--- src/hdl/svpwm_mmi_pkg.sv ---
// Package: widths, constants, stage payload types and helper functions of the SVPWM modulator.
`timescale 1ns / 1ps
package svpwm_mmi_pkg;

  localparam int VOLT_W    = 16;             // Q8.8 voltage fields
  localparam int COUNT_W   = 16;             // timer compare / period width
  localparam int DUTY_W    = 17;             // Q1.16 duty, 65536 is full
  localparam int PHASE_W   = VOLT_W + 19;    // phase voltage in 2^-25 V units
  localparam int OFS_W     = PHASE_W + 2;    // phase offset in 2^-26 V units
  localparam int DEN_W     = VOLT_W + 2;     // four times the bus voltage
  localparam int QUO_W     = 16;             // quotient bits below the overflow test
  localparam int NLANE     = 3;
  localparam int PADDR_W   = 3;
  localparam int PDATA_W   = 32;

  localparam logic [COUNT_W-1:0] PERIOD_RESET = COUNT_W'(1000);
  localparam logic [VOLT_W-1:0]  BUS_MIN      = VOLT_W'(256);
  localparam logic [DUTY_W-1:0]  DUTY_HALF    = DUTY_W'(32768);
  localparam logic [DUTY_W-1:0]  DUTY_FULL    = DUTY_W'(65536);
  // sqrt(3)/2 in Q1.15 (28378), scaled by four to land in 2^-25 V units.
  localparam logic signed [PHASE_W-1:0] SQRT3_X4 = PHASE_W'(113512);

  // Register index decoded from paddr[2].
  typedef enum logic {
    REG_PERIOD = 1'b0,
    REG_NONE   = 1'b1
  } reg_idx_e;

  // Word handed from the transform stages to the divider.
  typedef struct packed {
    logic [NLANE-1:0][OFS_W-1:0] num;
    logic [NLANE-1:0]            neg;
    logic [DEN_W-1:0]            den;
  } div_in_t;

  // Word handed from the divider to the duty stages.
  typedef struct packed {
    logic [NLANE-1:0][QUO_W-1:0] quo;
    logic [NLANE-1:0]            ovf;
    logic [NLANE-1:0]            neg;
  } div_out_t;

  // One restoring division step: returns {remainder, shifted word with new quotient bit}.
  function automatic logic [DEN_W+QUO_W-1:0] div_step(
    input logic [DEN_W-1:0] rem,
    input logic [QUO_W-1:0] w,
    input logic [DEN_W-1:0] den
  );
    logic [DEN_W:0]   t;
    logic [DEN_W-1:0] r;
    logic             qb;
    t  = {rem, w[QUO_W-1]};
    qb = (t >= {1'b0, den});
    r  = qb ? DEN_W'(t - {1'b0, den}) : t[DEN_W-1:0];
    return {r, w[QUO_W-2:0], qb};
  endfunction

  // Half duty plus or minus the quotient, saturated to 0..full.
  function automatic logic [DUTY_W-1:0] sat_duty(
    input logic [QUO_W-1:0] q,
    input logic             ovf,
    input logic             neg
  );
    logic big;
    big = ovf || ({1'b0, q} > DUTY_HALF);
    if (neg) return big ? '0 : DUTY_W'(DUTY_HALF - {1'b0, q});
    else     return big ? DUTY_FULL : DUTY_W'(DUTY_HALF + {1'b0, q});
  endfunction

endpackage

--- src/hdl/svpwm_mmi_div.sv ---
// Pipelined restoring divider, three lanes sharing one denominator, one quotient bit a stage after an overflow test.
`timescale 1ns / 1ps
module svpwm_mmi_div import svpwm_mmi_pkg::*; (
  input  logic     clk_i,
  input  logic     rst_ni,
  input  logic     valid_i,
  output logic     ready_o,
  input  div_in_t  data_i,
  output logic     valid_o,
  input  logic     ready_i,
  output div_out_t data_o
);

  localparam int NST = QUO_W + 1;

  logic [NST-1:0] v_q;
  logic [NST-1:0] rdy;

  logic [DEN_W-1:0]             den_q [NST];
  logic [NLANE-1:0]             ovf_q [NST];
  logic [NLANE-1:0]             neg_q [NST];
  logic [NLANE-1:0][DEN_W-1:0]  rem_q [NST];
  logic [NLANE-1:0][QUO_W-1:0]  w_q   [NST];

  logic [NLANE-1:0][DEN_W-1:0]  rem_d [NST];
  logic [NLANE-1:0][QUO_W-1:0]  w_d   [NST];
  logic [NLANE-1:0]             ovf_d;

  // Ready ripples back from the last stage.
  always_comb begin
    rdy[NST-1] = !v_q[NST-1] || ready_i;
    for (int s = NST - 2; s >= 0; s--) begin
      rdy[s] = !v_q[s] || rdy[s+1];
    end
  end
  assign ready_o = rdy[0];
  assign valid_o = v_q[NST-1];

  // First stage checks for a quotient of 2^16 or more; later stages yield one bit each.
  always_comb begin
    for (int l = 0; l < NLANE; l++) begin
      ovf_d[l]    = ({1'b0, data_i.num[l][OFS_W-1:QUO_W]}
                     >= (OFS_W - QUO_W + 1)'(data_i.den));
      rem_d[0][l] = data_i.num[l][QUO_W+DEN_W-1:QUO_W];
      w_d[0][l]   = data_i.num[l][QUO_W-1:0];
    end
    for (int s = 1; s < NST; s++) begin
      for (int l = 0; l < NLANE; l++) begin
        {rem_d[s][l], w_d[s][l]} = div_step(rem_q[s-1][l], w_q[s-1][l], den_q[s-1]);
      end
    end
  end

  always_ff @(posedge clk_i or negedge rst_ni) begin
    if (!rst_ni) begin
      v_q <= '0;
    end else begin
      if (rdy[0]) v_q[0] <= valid_i;
      for (int s = 1; s < NST; s++) begin
        if (rdy[s]) v_q[s] <= v_q[s-1];
      end
    end
  end

  always_ff @(posedge clk_i) begin
    if (rdy[0] && valid_i) begin
      den_q[0] <= data_i.den;
      ovf_q[0] <= ovf_d;
      neg_q[0] <= data_i.neg;
      rem_q[0] <= rem_d[0];
      w_q[0]   <= w_d[0];
    end
    for (int s = 1; s < NST; s++) begin
      if (rdy[s] && v_q[s-1]) begin
        den_q[s] <= den_q[s-1];
        ovf_q[s] <= ovf_q[s-1];
        neg_q[s] <= neg_q[s-1];
        rem_q[s] <= rem_d[s];
        w_q[s]   <= w_d[s];
      end
    end
  end

  assign data_o.quo = w_q[NST-1];
  assign data_o.ovf = ovf_q[NST-1];
  assign data_o.neg = neg_q[NST-1];

endmodule

--- config.mk ---
export PLATFORM = sky130hd
export DESIGN_NAME = svpwm_mmi_div
export DESIGN_NICKNAME = d
export VERILOG_FILES = /design/src/hdl/svpwm_mmi_pkg.sv /design/src/hdl/svpwm_mmi_div.sv
export SDC_FILE = /design/constraint.sdc
export NUM_CORES = 2
export LEC_CHECK = 0
export BUFFER_PORTS_ARGS = -buffer_cell sky130_fd_sc_hd__buf_2
export CAP_MARGIN = 20
export CORE_MARGIN = 8
export CORE_UTILIZATION = 35
export CTS_CLUSTER_DIAMETER = 100
export DETAILED_ROUTE_END_ITERATION = 10
export PLACE_DENSITY_LB_ADDON = 0.05
export SYNTH_ARGS = -nofsm -noshare
export SYNTH_HDL_FRONTEND = slang
export SYNTH_SLANG_ARGS = --single-unit
--- constraint.sdc ---
create_clock -name clk_i -period 13.03 [get_ports clk_i]
set_input_delay 2.606 -clock clk_i [delete_from_list [all_inputs] [get_ports clk_i]]
set_output_delay 2.606 -clock clk_i [all_outputs]
set_load 0.02 [all_outputs]
==> run_results.csv <==
group,metric,value,unit
sta,finalWorstSetupSlack,5228,ps
setup_path,startpoint,"ready_i",
synth,syn-cell-area,112200,µm²
setup_path,cp_max_fo,5,
synth,ys_async_sr_fraction,0.8146,%
pwr,peakVddDrop,0.0001760,V
cells_and_area,multi_input_comb_area,46720,µm²
synth,syn-instance-count,9065,
route,drt_iter0_drc,4915,
sta,setup_tns,0,ps
sta,finalMaxSlewViolations,0,
sta,maxSlewHeadroom,23.77,%
synth,synthesis.nets,10164,
grt,grtUsageTotal,19.70,%
synth,synth_seq_cells,2087,
placement,gp_congestion,0.8704,
grt,grt_antenna_before_repair,18,
sta,setup_viol,0,
clocking,cts_resized,0,
cells_and_area,syn2layout_area_growth,12.53,%
job,cap_violations,0,
synth,synthXorXnorAreaFrac,4.167,%
floorplan,die-height,582.3,µm
synth,synth_top_family_by_area,"compound AO/OA/AOI/OAI gates",
clocking,cts_hold_buf,0,
route,wl_per_cell,25.03,µm
pwr,seq_power_share,35.0,%
synth,synthSimpleGateAreaFrac,8.735,%
clocking,clock_path_buffers,4,
grt,grt_pass1_wl,496.8,mm
setup_path,worstSetupPathType,"input port to output port",
sta,worst_pin_slew,1115,ps
cells_and_area,drive_gt1_share,11.66,%
route,ant_nets,0,
cells_and_area,nets,10510,
pwr,switching_share,39.53,%
clocking,htreeDepth,4,
pwr,p_leak,0.04841,µW
clocking,clkTransAtPathRegs,60,ps
setup_path,required,10420,ps
route,drc_errors,0,
grt,gr-total-overflow,0,
cells_and_area,stdcell_area,126300,µm²
sta,rsz0062_at_grt,"no",
floorplan,rows,208,
pwr,p_total,33980,µW
sta,fmax,0.1282,GHz
synth,synth_edf_count,2070,
clocking,cts_root_buf,"clkbuf_16",
placement,hpwl,278.2,mm
setup_path,crit-reg2reg-launch,"v_q[15]",
route,dr.pass1.iters,6,
clocking,numCtsBuffers,242,
grt,grt_pass1_vias,72156,
route,vias_per_cell,5.258,
synth,synthMuxAreaShare,4.290,%
clocking,clock_latency,940,ps
route,vias,72654,
sta,skew,73.11,ps
setup_path,crit_arrival,5200,ps
placement,preCtsSetupSlack,5171,ps
clocking,cts_num_sinks,2087,
floorplan,die_w,582.3,µm
synth,synth_fa_ha_area_share,11.04,%
pwr,p_comb_share,45.0,%
floorplan,start_util,35.06,%
synth,yosysUniqueCellTypes,84,
floorplan,ios,192,
clocking,cts_tree,"built",
synth,yosys_warnings,0,
synth,synthFlopType,"edfxtp_1",
synth,synth_seq_area_share,55.76,%
synth,avgSynthCellArea,12.38,µm²
cells_and_area,register_area,62590,µm²
status,status,"completed",
pwr,power_density,269.1,nW/µm²
placement,postPlaceCellArea,118200,µm²
placement,port_buffers,191,
synth,synth_compound_area_share,13.22,%
pwr,clockPowerShare,20.1,%
sta,fin_crit,7802,ps
floorplan,die_area,339000,µm²
pwr,p_sw,13430,µW
pwr,internal-power,20550,µW
hold_path,hp-class,"flip-flop to flip-flop",
sta,hold_viol_final,0,
clocking,cts_setup_buffers,0,
setup_path,critPathLaunchType,"input port",
hold_path,worstHoldStart,"w_q[0][4]",
sta,fin_crit_sh,59.88,%
route,wl,345.9,mm
floorplan,core,320100,µm²
cells_and_area,nFillCells,30281,
setup_path,end_kind,"output port",
grt,grt_max_degree,88,
-- registers in the layout (all words and copies together) (netlist names) --
register and flops:
den_q 288, w_q 816, neg_q 51, rem_q 864, v_q 17, ovf_q 51
-- area by class of cell --
cell class	instances	share of cell area, %
inverter	591	1.757
multi-input combinational	6231	36.99
antenna	5	0.009907
clock inverter	156	1.355
timing repair buffer	258	1.176
sequential	2087	49.56
clock buffer	289	4.991
tap	4200	4.161
-- per-layer routing --
layer	wire (µm)	GRT usage, %	vias up
li1	-	-	34945
met1	148700	25.06	35830
met2	175400	35.61	1486
met3	11690	1.901	389
met4	10050	5.488	4
met5	26	0	-
-- cells in the mapped netlist (all sizes together), types with 18 or more instances --
cell type	number	area (µm²)
o21a	167	1254
nor3	155	775.7
inv	591	2218
nor4	29	181.4
and3	18	112.6
o31ai	85	638.1
o31a	120	1051
o41ai	56	659.4
and2	39	244.0
xnor2	351	3074
a31oi	31	219.0
ha	918	11490
nand2	541	2031
o311a	24	240.2
a211oi	98	735.7
edfxtp	2070	62160
o211ai	40	335.3
a21oi	540	2811
mux2i	43	430.4
xor2	183	1603
o21bai	94	705.7
nand3	70	350.3
a21o	203	1524
or3	70	437.9
a221oi	18	163.9
nand4	151	944.7
a311oi	32	280.3
nor2b	138	863.3
nand2b	95	594.3
nor2	675	2534
o21ai	617	3144
fa	45	900.9
mux2	373	4384
a21boi	22	165.2
clkbuf	61	230.2
buf	95	679.4
-- final timing paths --
path / to / slack (ps) / depth (start not counted)
max: ready_o / 5230 / 9
min: w_q[0][53] / 360 / 0
max reg2reg: w_q[0][38] / 8680 / 10
min reg2reg: w_q[0][53] / 360 / 0
max in group asynchronous: v_q[1] / 11050 / 1
min in group asynchronous: v_q[0] / 1620 / 1
-- cells by family (layout without fill, tap and decap cells) --
kind of cell    count (synthesis)  after routing
mux                           416            416
compound gates               2246           2246
simple gates                 2072           2072
flops                        2087           2087
fa+ha+maj                     963            963
buf+inv                       747           1294
xor+xnor                      534            534
other cells                     0              5
-- stage by stage --
stage                     hold slack, ps  std cells  utilization, %
after floorplan                    400.3       9065               -
after global placement             400.8      13362           36.93
after detailed placement           404.5      13365           36.94
after CTS                          345.7      13810           39.44
after global routing               351.6      13814           39.45
final                              361.0      13817           39.45
-- cells in the final DEF (no fill, tap or decap), types with 167 or more instances in the layout --
cell	netlist	routed
nand2_1	541	541
edfxtp_1	2070	2070
xnor2_1	351	351
mux2_2	323	323
clkbuf_16	0	243
inv_1	591	591
nor2_1	675	675
xor2_1	183	183
o21ai_0	583	583
a21o_1	203	203
ha_1	918	918
o21a_1	167	167
buf_2	21	191
a21oi_1	525	525
-- power groups by stage --
stage,clock network [µW],registers (µW),logic (µW)
final,6820,11900,15300
after floorplan,0,11100,11000
after CTS,7070,12000,15300
after detailed placement,0,12100,15200
after global routing,7290,12100,16800
after global placement,0,12100,15100
-- critical path, cell delays in order --
cell	delay, ps
buf_2	110
nand4b_1	310
nor2_1	470
nand3_1	280
nor3_1	630
nand4_1	270
inv_1	180
nand2_1	130
buf_2	190
Power figures use the tool's default switching activity.
