File: src/hdl/svpwm_mmi_pkg.sv
// Package: widths, constants, stage payload types and helper functions of the SVPWM modulator.
`timescale 1ns / 1ps
package svpwm_mmi_pkg;

  localparam int VOLT_W    = 16;             // Q8.8 voltage fields
  localparam int COUNT_W   = 16;             // timer compare / period width
  localparam int DUTY_W    = 17;             // Q1.16 duty, 65536 is full
  localparam int PHASE_W   = VOLT_W + 19;    // phase voltage in 2^-25 V units
  localparam int OFS_W     = PHASE_W + 2;    // phase offset in 2^-26 V units
  localparam int DEN_W     = VOLT_W + 2;     // four times the bus voltage
  localparam int QUO_W     = 16;             // quotient bits below the overflow test
  localparam int NLANE     = 3;
  localparam int PADDR_W   = 3;
  localparam int PDATA_W   = 32;

  localparam logic [COUNT_W-1:0] PERIOD_RESET = COUNT_W'(1000);
  localparam logic [VOLT_W-1:0]  BUS_MIN      = VOLT_W'(256);
  localparam logic [DUTY_W-1:0]  DUTY_HALF    = DUTY_W'(32768);
  localparam logic [DUTY_W-1:0]  DUTY_FULL    = DUTY_W'(65536);
  // sqrt(3)/2 in Q1.15 (28378), scaled by four to land in 2^-25 V units.
  localparam logic signed [PHASE_W-1:0] SQRT3_X4 = PHASE_W'(113512);

  // Register index decoded from paddr[2].
  typedef enum logic {
    REG_PERIOD = 1'b0,
    REG_NONE   = 1'b1
  } reg_idx_e;

  // Word handed from the transform stages to the divider.
  typedef struct packed {
    logic [NLANE-1:0][OFS_W-1:0] num;
    logic [NLANE-1:0]            neg;
    logic [DEN_W-1:0]            den;
  } div_in_t;

  // Word handed from the divider to the duty stages.
  typedef struct packed {
    logic [NLANE-1:0][QUO_W-1:0] quo;
    logic [NLANE-1:0]            ovf;
    logic [NLANE-1:0]            neg;
  } div_out_t;

  // One restoring division step: returns {remainder, shifted word with new quotient bit}.
  function automatic logic [DEN_W+QUO_W-1:0] div_step(
    input logic [DEN_W-1:0] rem,
    input logic [QUO_W-1:0] w,
    input logic [DEN_W-1:0] den
  );
    logic [DEN_W:0]   t;
    logic [DEN_W-1:0] r;
    logic             qb;
    t  = {rem, w[QUO_W-1]};
    qb = (t >= {1'b0, den});
    r  = qb ? DEN_W'(t - {1'b0, den}) : t[DEN_W-1:0];
    return {r, w[QUO_W-2:0], qb};
  endfunction

  // Half duty plus or minus the quotient, saturated to 0..full.
  function automatic logic [DUTY_W-1:0] sat_duty(
    input logic [QUO_W-1:0] q,
    input logic             ovf,
    input logic             neg
  );
    logic big;
    big = ovf || ({1'b0, q} > DUTY_HALF);
    if (neg) return big ? '0 : DUTY_W'(DUTY_HALF - {1'b0, q});
    else     return big ? DUTY_FULL : DUTY_W'(DUTY_HALF + {1'b0, q});
  endfunction

endpackage

File: src/hdl/svpwm_mmi_if.sv


interface svpwm_mmi_out_if;
  import svpwm_mmi_pkg::*;
  logic               valid;
  logic               ready;
  logic [COUNT_W-1:0] compare_a;
  logic [COUNT_W-1:0] compare_b;
  logic [COUNT_W-1:0] compare_c;
  logic [DUTY_W-1:0]  peak_duty;
  modport source (output valid, compare_a, compare_b, compare_c, peak_duty, input ready);
  modport sink   (input valid, compare_a, compare_b, compare_c, peak_duty, output ready);
endinterface

File: src/hdl/svpwm_mmi_out.sv
// Duty saturation, peak search and compare scaling, ending in the output register.
`timescale 1ns / 1ps
module svpwm_mmi_out import svpwm_mmi_pkg::*; (
  input  logic               clk_i,
  input  logic               rst_ni,
  input  logic [COUNT_W-1:0] period_i,
  input  logic               valid_i,
  output logic               ready_o,
  input  div_out_t           data_i,
  svpwm_mmi_out_if.source    res_o
);

  logic [1:0] v_q;
  logic [1:0] rdy;

  assign rdy[1]  = !v_q[1] || res_o.ready;
  assign rdy[0]  = !v_q[0] || rdy[1];
  assign ready_o = rdy[0];

  always_ff @(posedge clk_i or negedge rst_ni) begin
    if (!rst_ni) begin
      v_q <= '0;
    end else begin
      if (rdy[0]) v_q[0] <= valid_i;
      if (rdy[1]) v_q[1] <= v_q[0];
    end
  end

  // Stage 1: clamped duties and the largest of them.
  logic [NLANE-1:0][DUTY_W-1:0] duty_d, duty_q;
  logic [DUTY_W-1:0] pk_d, pk_q;

  always_comb begin
    for (int l = 0; l < NLANE; l++) begin
      duty_d[l] = sat_duty(data_i.quo[l], data_i.ovf[l], data_i.neg[l]);
    end
    pk_d = duty_d[0];
    for (int l = 1; l < NLANE; l++) begin
      if (duty_d[l] > pk_d) pk_d = duty_d[l];
    end
  end

  // Stage 2: scale each duty by the period and keep the integer part.
  logic [NLANE-1:0][DUTY_W+COUNT_W-1:0] prod;
  logic [NLANE-1:0][COUNT_W-1:0] cmp_q;
  logic [DUTY_W-1:0] pk_out_q;

  always_comb begin
    for (int l = 0; l < NLANE; l++) begin
      prod[l] = (DUTY_W + COUNT_W)'(duty_q[l]) * (DUTY_W + COUNT_W)'(period_i);
    end
  end

  always_ff @(posedge clk_i) begin
    if (rdy[0] && valid_i) begin
      duty_q <= duty_d;
      pk_q   <= pk_d;
    end
    if (rdy[1] && v_q[0]) begin
      for (int l = 0; l < NLANE; l++) begin
        cmp_q[l] <= prod[l][COUNT_W+DUTY_W-2:DUTY_W-1];
      end
      pk_out_q <= pk_q;
    end
  end

  assign res_o.valid     = v_q[1];
  assign res_o.compare_a = cmp_q[0];
  assign res_o.compare_b = cmp_q[1];
  assign res_o.compare_c = cmp_q[2];
  assign res_o.peak_duty = pk_out_q;

endmodule

File: src/flat_wrapper.sv
// flat-port wrapper written by rule: the top's interface ports become plain ports
module svpwm_mmi_out_flat import svpwm_mmi_pkg::*;
  (clk_i, rst_ni, period_i, valid_i, ready_o, data_i, res_o_valid, res_o_compare_a, res_o_compare_b, res_o_compare_c, res_o_peak_duty, res_o_ready);
  svpwm_mmi_out_if res_o_i ();
  input  logic clk_i;
  input  logic rst_ni;
  input  logic [COUNT_W-1:0] period_i;
  input  logic valid_i;
  output logic ready_o;
  input  div_out_t data_i;
  output wire logic [$bits(res_o_i.valid)-1:0] res_o_valid;
  output wire logic [$bits(res_o_i.compare_a)-1:0] res_o_compare_a;
  output wire logic [$bits(res_o_i.compare_b)-1:0] res_o_compare_b;
  output wire logic [$bits(res_o_i.compare_c)-1:0] res_o_compare_c;
  output wire logic [$bits(res_o_i.peak_duty)-1:0] res_o_peak_duty;
  input wire logic [$bits(res_o_i.ready)-1:0] res_o_ready;
  assign res_o_valid = res_o_i.valid;
  assign res_o_compare_a = res_o_i.compare_a;
  assign res_o_compare_b = res_o_i.compare_b;
  assign res_o_compare_c = res_o_i.compare_c;
  assign res_o_peak_duty = res_o_i.peak_duty;
  assign res_o_i.ready = res_o_ready;
  svpwm_mmi_out u_core (.clk_i(clk_i), .rst_ni(rst_ni), .period_i(period_i), .valid_i(valid_i), .ready_o(ready_o), .data_i(data_i), .res_o(res_o_i));
endmodule
File: config.mk
export PLATFORM = sky130hd
export DESIGN_NAME = svpwm_mmi_out_flat
export DESIGN_NICKNAME = d
export VERILOG_FILES = /design/src/hdl/svpwm_mmi_pkg.sv /design/src/hdl/svpwm_mmi_if.sv /design/src/hdl/svpwm_mmi_out.sv /design/src/flat_wrapper.sv
export SDC_FILE = /design/constraint.sdc
export NUM_CORES = 2
export LEC_CHECK = 0
export ABC_AREA = 1
export BUFFER_PORTS_ARGS = -buffer_cell sky130_fd_sc_hd__clkbuf_2
export CAP_MARGIN = 20
export CORE_AREA = 4 4 340 342
export CTS_CLUSTER_SIZE = 14
export DETAILED_ROUTE_END_ITERATION = 10
export DIE_AREA = 0 0 344 346
export HOLD_SLACK_MARGIN = 0.05
export SLEW_MARGIN = 20
export SYNTH_ARGS = -nofsm -noshare
export SYNTH_HDL_FRONTEND = slang
export SYNTH_SLANG_ARGS = --single-unit
File: constraint.sdc
create_clock -name clk_i -period 5.2 [get_ports clk_i]
set_input_delay 1.04 -clock clk_i [delete_from_list [all_inputs] [get_ports clk_i]]
set_output_delay 1.04 -clock clk_i [all_outputs]
set_load 0.05 [all_outputs]
==> reports/summary.txt <==
Layout Skew: 31.4 ps
Core area: 0.112 mm^2
Yosys cell types: 50
Starting density of the core: 30.0%
Final WL: 104,000 um
TritonCTS Buffers: 17
R2R Setup Slk: -370 ps
Vias: 29,300
Post-route ant nets: 0
Reg-to-reg critical path startpoint: u_core.duty_q[39]
Least-Margin Pin Slew: 909 ps
Capturing point of the worst reg2reg path: u_core.res_o.compare_c[5]
Hpwl dp: 80,900 um
DRC Markers: 0
Initial antenna violation count: 6
Overall routing resource usage: 17.3%
Clk_lat worst skew: 510 ps
CTS sink cnt: 135
Unrepaired setup endpoints after global routing: yes
Pin count of the biggest net entering global routing: 69
Final worst-path cycle share: 111%
Setup Crit Path Kind: in -> reg
Status: complete, but fails checks
Full die area: 0.119 mm^2
Gr ovfl total: 0
Post-Syn Area per Cell: 7.99 um^2
Via/cell ratio: 4.57
Final setup fails: 48
Critical path capture point type: flop
Cell area after synthesis: 0.0337 mm^2
Most common cell in the netlist: inv_1
Die Wd: 344 um
Clock transition at the registers of the reported paths: 70 ps
Rel. slew slack: 39.4%
Final WS setup: -595 ps
Top cells by count, synth: inv_1 (1,141), nand2_1 (1,093), fa_1 (618), ha_1 (330), clkbuf_1 (187)
Yosys Warn Count: 0
Layout Nets: 5,917
Root buf cell: clkbuf_16
Post-synthesis sequential area ratio: 12.0%
Initial DRC count: 1,825
Drt first pass iters: 6
WP data required: 5440 ps
Area contributors post-synth: fa_1 (37%), inv_1 (13%), ha_1 (12%), nand2_1 (12%), edfxtp_1 (12%)
Placed instance count: 6,256
GPL Wtd Cong: 0.914
F_max: 173 MHz
First-pass GRT wire length: 164,000 um
Worst min path class: in -> async
Core Rows: 123
Clk buf depth: 2
Die Y: 346 um
Vias in the first global route: 31,000
Post-Synthesis Cells: 4,214
Post-synth top area cell: fa_1
Max-slew violations: 0
Avg WL per Cell: 16.2 um
Dominant synthesized flop cell: edfxtp_1
Failing checks: negative setup slack
Fin crit period: 5800 ps
Critical Path Start Type: input port
Critical path arrival: 6040 ps
Top cell type's share of synthesized area: 36.8%
Synth Register Bits: 135
Cell count of the worst reg-to-reg path: 23
Net count after synthesis: 5,236
Area Overhead vs Synth: 36.5%
Final hold violations: 0
Max Cap Violations: 0
Number of synthesized flops with an enable pin: 133
Post-synth ARST share: 1.48%
Fraction of layout cells with a size suffix above 1: 30.9%
I/O Buffers: 140
CP Max Fanout: 5
Ports: 141
Final cell count without fillers: 6,411
CTS tree: done
H-tree levels: 4
## stage by stage
step           setup slack [ps]  instance area, um^2  setup TNS (ps)  util, %  hold WS (ps)
2_1_floorplan              -780                34900          -28460        -           400
3_3_place_gp              -1240                41200          -58400     36.7           404
3_5_place_dp              -1220                41200          -58220     36.7           407
4_1_cts                    -511                43700          -18970     38.9           276
5_1_grt                    -727                46000          -29420     40.9           301
6_report                   -595                46000          -22120     40.9           318
## layer usage
metal	wire (um)	GRT usage, %
met2	49800	28.8
met4	2360	4.20
met1	45400	23.3
met5	0	0
met3	6610	3.19
## layout by cell type, fill, tap and decap left out, drive strengths merged
master       n
xnor2       25
nor4         3
clkinv       5
clkbuf     157
a31oi       10
buf        720
o21a         9
inv       1152
xor2        66
nand2     1115
nand3       88
a21boi       3
diode        3
a21o         8
fa         618
nor2       169
o31a         1
o221a        1
o2111ai      1
bufbuf       1
o211ai       4
ha         330
clkinvlp     2
nand4       24
o31ai        4
o21ai       86
dfrtp        2
a211oi       5
or2          3
and2         1
o221ai       3
nand3b       1
a31o         1
o21bai       7
edfxtp     133
a221oi       6
nor3        23
a21oi      121
## cell type report
class / instances / area [um^2]
Inverter: 1144 / 4310
Fill cell: 11100 / 66400
Sequential cell: 135 / 4040
Multi-Input combinational cell: 2736 / 27500
Tap cell: 1500 / 1880
Antenna cell: 3 / 7.51
Clock buffer: 17 / 425
Timing Repair Buffer: 861 / 7680
Clock inverter: 15 / 150
## worst max-delay path: stages
cell and delay [ps]:
clkbuf_16 120, buf_16 130, buf_8 130, nand2_4 40
fa_1 560, inv_2 40, fa_1 550, inv_2 40
fa_1 510, fa_1 510, fa_1 510, inv_2 40
fa_1 550, ha_4 240, a21oi_4 170, o21ai_1 150
a21oi_2 190, nand3_4 120, buf_4 150, buf_6 100
xor2_1 130
## logic make-up after synthesis
logic type,synth area share (%)
and+or+nand+nor,17.0
buffers and inverters,15.1
adders and majority gates,49.0
AOI/OAI and AO/OA,4.51
DFF,12.0
xor gates and xnor gates,2.37
## state kept, by name, indices dropped and copies added (netlist names)
register,cells
u_core.duty_q,51
u_core.pk_q,17
u_core.res_o.peak_duty,17
u_core.res_o.compare_a,16
u_core.res_o.compare_b,16
u_core.res_o.compare_c,16
u_core.v_q,2
## worst max-delay path by stage
stage | start | to | slack [ps]
global placement | period_i[1] | u_core.res_o.compare_a[10] | -1240
global route | period_i[7] | u_core.res_o.compare_b[12] | -730
CTS | period_i[3] | u_core.res_o.compare_c[13] | -510
finish | period_i[2] | u_core.res_o.compare_c[5] | -600
detailed placement | period_i[1] | u_core.res_o.compare_a[10] | -1220
floorplan | period_i[6] | u_core.res_o.compare_a[10] | -780
## timing repair
item / CTS / global route
cloned: 11 / 9
endpoints found under the setup margin: 54 / 65
hold buffers: 0 / 0
pin swaps: 153 / 209
resized for setup: 301 / 450
setup buffers: 46 / 60
Power is left out: the tool's default activity adds up to more than one toggle a clock period on the data nets, which glitch-free logic cannot reach.
