`src/hdl/svpwm_mmi_pkg.sv`:
```
// Package: widths, constants, stage payload types and helper functions of the SVPWM modulator.
`timescale 1ns / 1ps
package svpwm_mmi_pkg;

  localparam int VOLT_W    = 16;             // Q8.8 voltage fields
  localparam int COUNT_W   = 16;             // timer compare / period width
  localparam int DUTY_W    = 17;             // Q1.16 duty, 65536 is full
  localparam int PHASE_W   = VOLT_W + 19;    // phase voltage in 2^-25 V units
  localparam int OFS_W     = PHASE_W + 2;    // phase offset in 2^-26 V units
  localparam int DEN_W     = VOLT_W + 2;     // four times the bus voltage
  localparam int QUO_W     = 16;             // quotient bits below the overflow test
  localparam int NLANE     = 3;
  localparam int PADDR_W   = 3;
  localparam int PDATA_W   = 32;

  localparam logic [COUNT_W-1:0] PERIOD_RESET = COUNT_W'(1000);
  localparam logic [VOLT_W-1:0]  BUS_MIN      = VOLT_W'(256);
  localparam logic [DUTY_W-1:0]  DUTY_HALF    = DUTY_W'(32768);
  localparam logic [DUTY_W-1:0]  DUTY_FULL    = DUTY_W'(65536);
  // sqrt(3)/2 in Q1.15 (28378), scaled by four to land in 2^-25 V units.
  localparam logic signed [PHASE_W-1:0] SQRT3_X4 = PHASE_W'(113512);

  // Register index decoded from paddr[2].
  typedef enum logic {
    REG_PERIOD = 1'b0,
    REG_NONE   = 1'b1
  } reg_idx_e;

  // Word handed from the transform stages to the divider.
  typedef struct packed {
    logic [NLANE-1:0][OFS_W-1:0] num;
    logic [NLANE-1:0]            neg;
    logic [DEN_W-1:0]            den;
  } div_in_t;

  // Word handed from the divider to the duty stages.
  typedef struct packed {
    logic [NLANE-1:0][QUO_W-1:0] quo;
    logic [NLANE-1:0]            ovf;
    logic [NLANE-1:0]            neg;
  } div_out_t;

  // One restoring division step: returns {remainder, shifted word with new quotient bit}.
  function automatic logic [DEN_W+QUO_W-1:0] div_step(
    input logic [DEN_W-1:0] rem,
    input logic [QUO_W-1:0] w,
    input logic [DEN_W-1:0] den
  );
    logic [DEN_W:0]   t;
    logic [DEN_W-1:0] r;
    logic             qb;
    t  = {rem, w[QUO_W-1]};
    qb = (t >= {1'b0, den});
    r  = qb ? DEN_W'(t - {1'b0, den}) : t[DEN_W-1:0];
    return {r, w[QUO_W-2:0], qb};
  endfunction

  // Half duty plus or minus the quotient, saturated to 0..full.
  function automatic logic [DUTY_W-1:0] sat_duty(
    input logic [QUO_W-1:0] q,
    input logic             ovf,
    input logic             neg
  );
    logic big;
    big = ovf || ({1'b0, q} > DUTY_HALF);
    if (neg) return big ? '0 : DUTY_W'(DUTY_HALF - {1'b0, q});
    else     return big ? DUTY_FULL : DUTY_W'(DUTY_HALF + {1'b0, q});
  endfunction

endpackage

```
`src/hdl/svpwm_mmi_clarke.sv`:
```
// Inverse Clarke transform, min/max offset and dividend preparation over three stages.
`timescale 1ns / 1ps
module svpwm_mmi_clarke import svpwm_mmi_pkg::*; (
  input  logic              clk_i,
  input  logic              rst_ni,
  input  logic              valid_i,
  output logic              ready_o,
  input  logic [VOLT_W-1:0] v_alpha_i,
  input  logic [VOLT_W-1:0] v_beta_i,
  input  logic [VOLT_W-1:0] bus_voltage_i,
  output logic              valid_o,
  input  logic              ready_i,
  output div_in_t           data_o
);

  logic [2:0] v_q;
  logic [2:0] rdy;

  // Each stage loads when it is empty or its successor takes its word.
  assign rdy[2]  = !v_q[2] || ready_i;
  assign rdy[1]  = !v_q[1] || rdy[2];
  assign rdy[0]  = !v_q[0] || rdy[1];
  assign ready_o = rdy[0];
  assign valid_o = v_q[2];

  always_ff @(posedge clk_i or negedge rst_ni) begin
    if (!rst_ni) begin
      v_q <= '0;
    end else begin
      if (rdy[0]) v_q[0] <= valid_i;
      if (rdy[1]) v_q[1] <= v_q[0];
      if (rdy[2]) v_q[2] <= v_q[1];
    end
  end

  // Stage 1: phase voltages and clamped bus denominator.
  logic signed [PHASE_W-1:0] va_x, vb_x, vbk, vah;
  logic [NLANE-1:0][PHASE_W-1:0] ph_d, ph_q;
  logic [DEN_W-1:0] den_d, den1_q, den2_q;
  logic [VOLT_W-1:0] bus_c;

  always_comb begin
    va_x     = PHASE_W'($signed(v_alpha_i));
    vb_x     = PHASE_W'($signed(v_beta_i));
    vbk      = vb_x * SQRT3_X4;
    vah      = va_x <<< 16;
    ph_d[0]  = va_x <<< 17;
    ph_d[1]  = vbk - vah;
    ph_d[2]  = -vbk - vah;
    bus_c    = (bus_voltage_i < BUS_MIN) ? BUS_MIN : bus_voltage_i;
    den_d    = {bus_c, 2'b00};
  end

  // Stage 2: offset from the midpoint of the largest and smallest phase.
  logic signed [PHASE_W-1:0] pmax, pmin;
  logic [NLANE-1:0][OFS_W-1:0] ofs_d, ofs_q;

  always_comb begin
    pmax = $signed(ph_q[0]);
    pmin = $signed(ph_q[0]);
    for (int i = 1; i < NLANE; i++) begin
      if ($signed(ph_q[i]) > pmax) pmax = $signed(ph_q[i]);
      if ($signed(ph_q[i]) < pmin) pmin = $signed(ph_q[i]);
    end
    for (int i = 0; i < NLANE; i++) begin
      ofs_d[i] = (OFS_W'($signed(ph_q[i])) <<< 1) - OFS_W'(pmax) - OFS_W'(pmin);
    end
  end

  // Stage 3: magnitude, biased up for negative offsets so the divide floors.
  div_in_t dv_d, dv_q;
  logic [OFS_W-1:0] mag;

  always_comb begin
    dv_d.den = den2_q;
    mag      = '0;
    for (int i = 0; i < NLANE; i++) begin
      dv_d.neg[i] = ofs_q[i][OFS_W-1];
      mag         = dv_d.neg[i] ? OFS_W'(-ofs_q[i]) : ofs_q[i];
      dv_d.num[i] = dv_d.neg[i] ? OFS_W'(mag + OFS_W'(den2_q) - OFS_W'(1)) : mag;
    end
  end

  always_ff @(posedge clk_i) begin
    if (rdy[0] && valid_i) begin
      ph_q   <= ph_d;
      den1_q <= den_d;
    end
    if (rdy[1] && v_q[0]) begin
      ofs_q  <= ofs_d;
      den2_q <= den1_q;
    end
    if (rdy[2] && v_q[1]) begin
      dv_q <= dv_d;
    end
  end

  assign data_o = dv_q;

endmodule

```
`config.mk`:
```
export PLATFORM = sky130hd
export DESIGN_NAME = svpwm_mmi_clarke
export DESIGN_NICKNAME = d
export VERILOG_FILES = /design/src/hdl/svpwm_mmi_pkg.sv /design/src/hdl/svpwm_mmi_clarke.sv
export SDC_FILE = /design/constraint.sdc
export NUM_CORES = 2
export LEC_CHECK = 0
export ABC_CLOCK_PERIOD_IN_PS = 10640
export BUFFER_PORTS_ARGS = -buffer_cell sky130_fd_sc_hd__buf_2
export CAP_MARGIN = 10
export CORE_UTILIZATION = 25
export CTS_CLUSTER_DIAMETER = 50
export DETAILED_ROUTE_END_ITERATION = 10
export MAX_ROUTING_LAYER = met4
export PLACE_DENSITY = 0.36
export SETUP_SLACK_MARGIN = 0.05
export SLEW_MARGIN = 20
export SYNTH_ARGS = -nofsm -noshare
export SYNTH_HDL_FRONTEND = slang
export SYNTH_SLANG_ARGS = --single-unit
```
`constraint.sdc`:
```
create_clock -name clk_i -period 10.64 [get_ports clk_i]
set_clock_uncertainty 0.1 [all_clocks]
set_input_delay 1.596 -clock clk_i [delete_from_list [all_inputs] [get_ports clk_i]]
set_output_delay 1.596 -clock clk_i [all_outputs]
set_load 0.03 [all_outputs]
```
==> flow_summary.html <==
<table>
<tr><th>Metric</th><th>Value</th></tr>
<tr><th colspan="2">STA</th></tr>
<tr><td>Slew of the pin with the lowest slew margin</td><td>between 1 and 1.5 ns</td></tr>
<tr><td>Final period util</td><td>between 80% and 90%</td></tr>
<tr><td>Slew margin rel.</td><td>26.7%</td></tr>
<tr><td>RSZ-0062 raised after global routing</td><td>false</td></tr>
<tr><td>Final max-slew violation count</td><td>0</td></tr>
<tr><td>Final worst path period need</td><td>9.38 ns</td></tr>
<tr><td>Achievable frequency</td><td>107 MHz</td></tr>
<tr><td>Total negative setup slack</td><td>0 ns</td></tr>
<tr><td>Number of hold violations in the final report</td><td>0</td></tr>
<tr><td>Setup violations, final</td><td>0</td></tr>
<tr><th colspan="2">Synth</th></tr>
<tr><td>Main synth FF type</td><td>edfxtp_1</td></tr>
<tr><td>Gate count after technology mapping</td><td>~3800</td></tr>
<tr><td>Total of flip-flops plus latches after synthesis</td><td>337</td></tr>
<tr><td>Synth warnings</td><td>0</td></tr>
<tr><td>Cells taking the most area after synthesis</td><td>edfxtp_1 (27%), ha_1 (17%), fa_1 (11%), inv_1 (6.4%), xnor2_1 (4.9%)</td></tr>
<tr><td>Area of the mapped netlist</td><td>37200 µm²</td></tr>
<tr><td>Number of synthesized flops with an enable pin</td><td>between 300 and 400</td></tr>
<tr><td>Mean Syn Cell Area</td><td>9.67 µm²</td></tr>
<tr><td>Cell with the most instances after synthesis</td><td>inv_1</td></tr>
<tr><td>Commonest cells post-synth</td><td>inv_1 (636), ha_1 (503), edfxtp_1 (334), a21oi_1 (248), xnor2_1 (207)</td></tr>
<tr><td>Leading area contributor after synthesis</td><td>edfxtp_1</td></tr>
<tr><td>Unique masters post-synth</td><td>86</td></tr>
<tr><td>Share of async-settable or async-resettable flops after synthesis</td><td>less than 1%</td></tr>
<tr><td>Seq/Total Area, Yosys</td><td>a little over a quarter</td></tr>
<tr><td>Share of the synthesized area in the top cell type</td><td>between 20% and 30%</td></tr>
<tr><th colspan="2">CTS</th></tr>
<tr><td>Cell chosen for the clock root</td><td>clkbuf_16</td></tr>
<tr><td>CTS tree</td><td>done</td></tr>
<tr><td>Clock-pin slew of the registers on the worst-case setup and hold paths</td><td>0.06 ns</td></tr>
<tr><td>CTS HTree Levels</td><td>2</td></tr>
<tr><td>Cells resized by post-CTS repair</td><td>0</td></tr>
<tr><td>Sinks on the clock net</td><td>between 300 and 400</td></tr>
<tr><td>Skew-Pair Late Insertion Delay</td><td>roughly 0.63 ns</td></tr>
<tr><td>Buffer levels on the longest clock path</td><td>3</td></tr>
<tr><td>Setup fix buffers added after clock tree synthesis</td><td>0</td></tr>
<tr><td>Num CTS Buffers</td><td>52</td></tr>
<tr><td>Hold_buf cts</td><td>0</td></tr>
<tr><th colspan="2">Floorplan</th></tr>
<tr><td>Initial cell density of the core</td><td>25.2%</td></tr>
<tr><td>Horizontal die dimension</td><td>between 300 and 400 µm</td></tr>
<tr><td>Core outline area</td><td>148000 µm²</td></tr>
<tr><td>Row cnt</td><td>141</td></tr>
<tr><td>Die outline area</td><td>roughly 150000 µm²</td></tr>
<tr><td>Number of ports placed on the die boundary</td><td>approximately 190</td></tr>
<tr><td>Die height</td><td>roughly 390 µm</td></tr>
<tr><th colspan="2">Drt</th></tr>
<tr><td>Total vias in the final route</td><td>between 20000 and 30000</td></tr>
<tr><td>Remaining antenna violation count after routing</td><td>0</td></tr>
<tr><td>Final Routed Wirelength</td><td>around 110 mm</td></tr>
<tr><td>Drt wl/cell</td><td>roughly 18 µm</td></tr>
<tr><td>DRT iter0 DRCs</td><td>between 900 and 1000</td></tr>
<tr><td>Avg Vias per Cell</td><td>~4.5</td></tr>
<tr><td>First-pass DRT Iterations</td><td>5</td></tr>
<tr><td>DRC errors left</td><td>0</td></tr>
<tr><th colspan="2">Place</th></tr>
<tr><td>Count of buffers inserted at the top-level ports</td><td>roughly 180</td></tr>
<tr><td>Global placer's final weighted congestion</td><td>0.860</td></tr>
<tr><td>DP HPWL</td><td>between 90 and 100 mm</td></tr>
<tr><th colspan="2">Setup path</th></tr>
<tr><td>Maximum fanout encountered on the critical timing path</td><td>18</td></tr>
<tr><td>Destination of the worst register-to-register timing path</td><td>ofs_q[67]$_DFFE_PP_</td></tr>
<tr><td>Critical Path Start Type</td><td>flip-flop</td></tr>
<tr><td>Largest stage delay on the critical path</td><td>0.70 ns</td></tr>
<tr><td>Worst Setup End Kind</td><td>flip-flop</td></tr>
<tr><td>Worst setup path class</td><td>flip-flop to flip-flop</td></tr>
<tr><td>Arrival time reported for the critical path endpoint</td><td>~9.6 ns</td></tr>
<tr><td>Data required time of the critical path</td><td>~11 ns</td></tr>
<tr><td>Beginning of the worst register-to-register path</td><td>ph_q[32]$_DFFE_PP_</td></tr>
<tr><td>Logic depth of the worst register-to-register path</td><td>39</td></tr>
<tr><td>Setup slack on the worst flop-to-flop path</td><td>about 1.3 ns</td></tr>
<tr><td>CP Launch Point</td><td>ph_q[32]$_DFFE_PP_</td></tr>
<tr><td>Destination of the critical timing path</td><td>ofs_q[67]$_DFFE_PP_</td></tr>
<tr><td>CP most frequent cell</td><td>buf_4</td></tr>
<tr><td>Critical-path cell with the highest stage delay</td><td>nor3b_1</td></tr>
<tr><th colspan="2">Global route</th></tr>
<tr><td>Largest net degree at the start of global routing</td><td>69</td></tr>
<tr><td>Global-route wire length before repair</td><td>between 150 and 200 mm</td></tr>
<tr><td>Overall Global Routing Usage</td><td>14.8%</td></tr>
<tr><td>GRT met1 Usage</td><td>about a fifth</td></tr>
<tr><td>Antenna violations before repair</td><td>7</td></tr>
<tr><td>GRT busiest layer</td><td>met2</td></tr>
<tr><td>Via count of the first global-routing pass</td><td>~29000</td></tr>
<tr><td>Met2 demand-to-capacity share in global routing</td><td>24.0%</td></tr>
<tr><td>M3 GR Usage</td><td>under 10%</td></tr>
<tr><td>Overflow after GRT</td><td>0</td></tr>
<tr><th colspan="2">Finish</th></tr>
<tr><td>Fin nets</td><td>5027</td></tr>
<tr><td>Ratio of cells with drive above 1 in the final layout</td><td>15.4%</td></tr>
<tr><td>Synthesis-to-finish area growth</td><td>18.2%</td></tr>
<tr><th colspan="2">Worst hold path</th></tr>
<tr><td>Type of the worst min-delay path</td><td>flip-flop to flip-flop</td></tr>
<tr><th colspan="2">Job</th></tr>
<tr><td>Max-cap violations</td><td>0</td></tr>
<tr><th colspan="2">Run status</th></tr>
<tr><td>Run status</td><td>completed</td></tr>
</table>
-- routing by layer --
layer	vias to the layer above	share of wire, %
li1	14400	-
met2	311	46
met4	0	2.2
met5	-	0
met1	13200	50
met3	116	2.3
-- area by class of cell --
type / count / area [µm²]
diodes: 2 / 5.00
clock buffers: 58 / 1350
clock inverters: 38 / 440
fillers: 15600 / 104000
inverters: 637 / 2390
multi-input cells: 2800 / 24400
flip-flops and latches: 337 / 10100
well taps: 1930 / 2410
repair buffers: 439 / 2850
-- per-stage QoR --
step | utilization, % | instances | hold WS, ns | setup WS, ns | cell area [µm²]
floorplan | - | 3849 | 0.300 | 1.66 | 37200
global placement | 28.6 | 6143 | 0.301 | 0.816 | 42200
detailed placement | 28.6 | 6143 | 0.305 | 0.743 | 42200
CTS | 29.8 | 6239 | 0.319 | 1.12 | 44000
global route | 29.8 | 6241 | 0.323 | 0.659 | 44000
finish | 29.8 | 6241 | 0.317 | 1.26 | 44000
-- logic make-up (layout without fill, tap and decap cells) --
family | Yosys count | in the layout | share of synthesized area (%)
simple gates | 736 | 736 | 10.0
other cells | 1 | 4 | 0.0101
fa+ha+maj | 708 | 708 | 27.9
xor+xnor | 322 | 322 | 7.58
flops | 337 | 337 | 27.1
buf+inv | 712 | 1172 | 7.27
mux | 177 | 177 | 5.11
compound gates | 855 | 855 | 14.9
-- worst min-delay path by stage --
stage,start,cells after the start,end
after floorplan,den1_q[10]$_SDFFCE_PN1P_,0,den2_q[10]$_DFFE_PP_
after global placement,den1_q[16]$_SDFFCE_PN0P_,0,den2_q[16]$_DFFE_PP_
after detailed placement,den1_q[10]$_SDFFCE_PN1P_,0,den2_q[10]$_DFFE_PP_
after CTS,den1_q[11]$_SDFFCE_PN0P_,0,den2_q[11]$_DFFE_PP_
after global routing,den1_q[14]$_SDFFCE_PN0P_,0,den2_q[14]$_DFFE_PP_
final,den1_q[14]$_SDFFCE_PN0P_,0,den2_q[14]$_DFFE_PP_
-- placed cells by master (no fill, tap or decap), types with 11 or more instances in the layout --
master / instances
xnor2_1: 207
and2_1: 26
o21ai_0: 165
nor3_1: 57
nand2b_1: 39
a21oi_1: 248
buf_4: 255
edfxtp_1: 334
nand4_1: 45
inv_1: 636
clkinv_1: 11
o41ai_1: 22
a21o_1: 131
mux2_2: 104
nand2_1: 146
or4_1: 13
o21bai_1: 26
fa_1: 205
nor2b_1: 34
nor2_1: 204
o21a_1: 46
clkbuf_16: 53
nor4_1: 20
ha_1: 503
o31ai_1: 36
and3_1: 24
a211oi_1: 21
xor2_1: 115
mux2i_1: 72
nand3_1: 54
a31oi_1: 24
or3_1: 20
buf_2: 183
o211ai_1: 20
-- flip-flops by register name (all words and copies together), names as in the netlist --
signal and count:
v_q 3, den1_q 16, den2_q 16, ph_q 79, dv_d 3, data_o 124
ofs_q 96
-- critical path, delay by kind of cell (launching register included) --
family | cells | cell delay [ns]
buffers and inverters | 9 | 1.78
DFF | 1 | 0.46
adders and majority gates | 4 | 1.34
AOI/OAI and AO/OA | 15 | 2.91
muxes | 2 | 0.65
and+or+nand+nor | 9 | 1.86
Power is not shown: default switching activity piles up to over one toggle a cycle in this logic, so the estimate is an artifact.
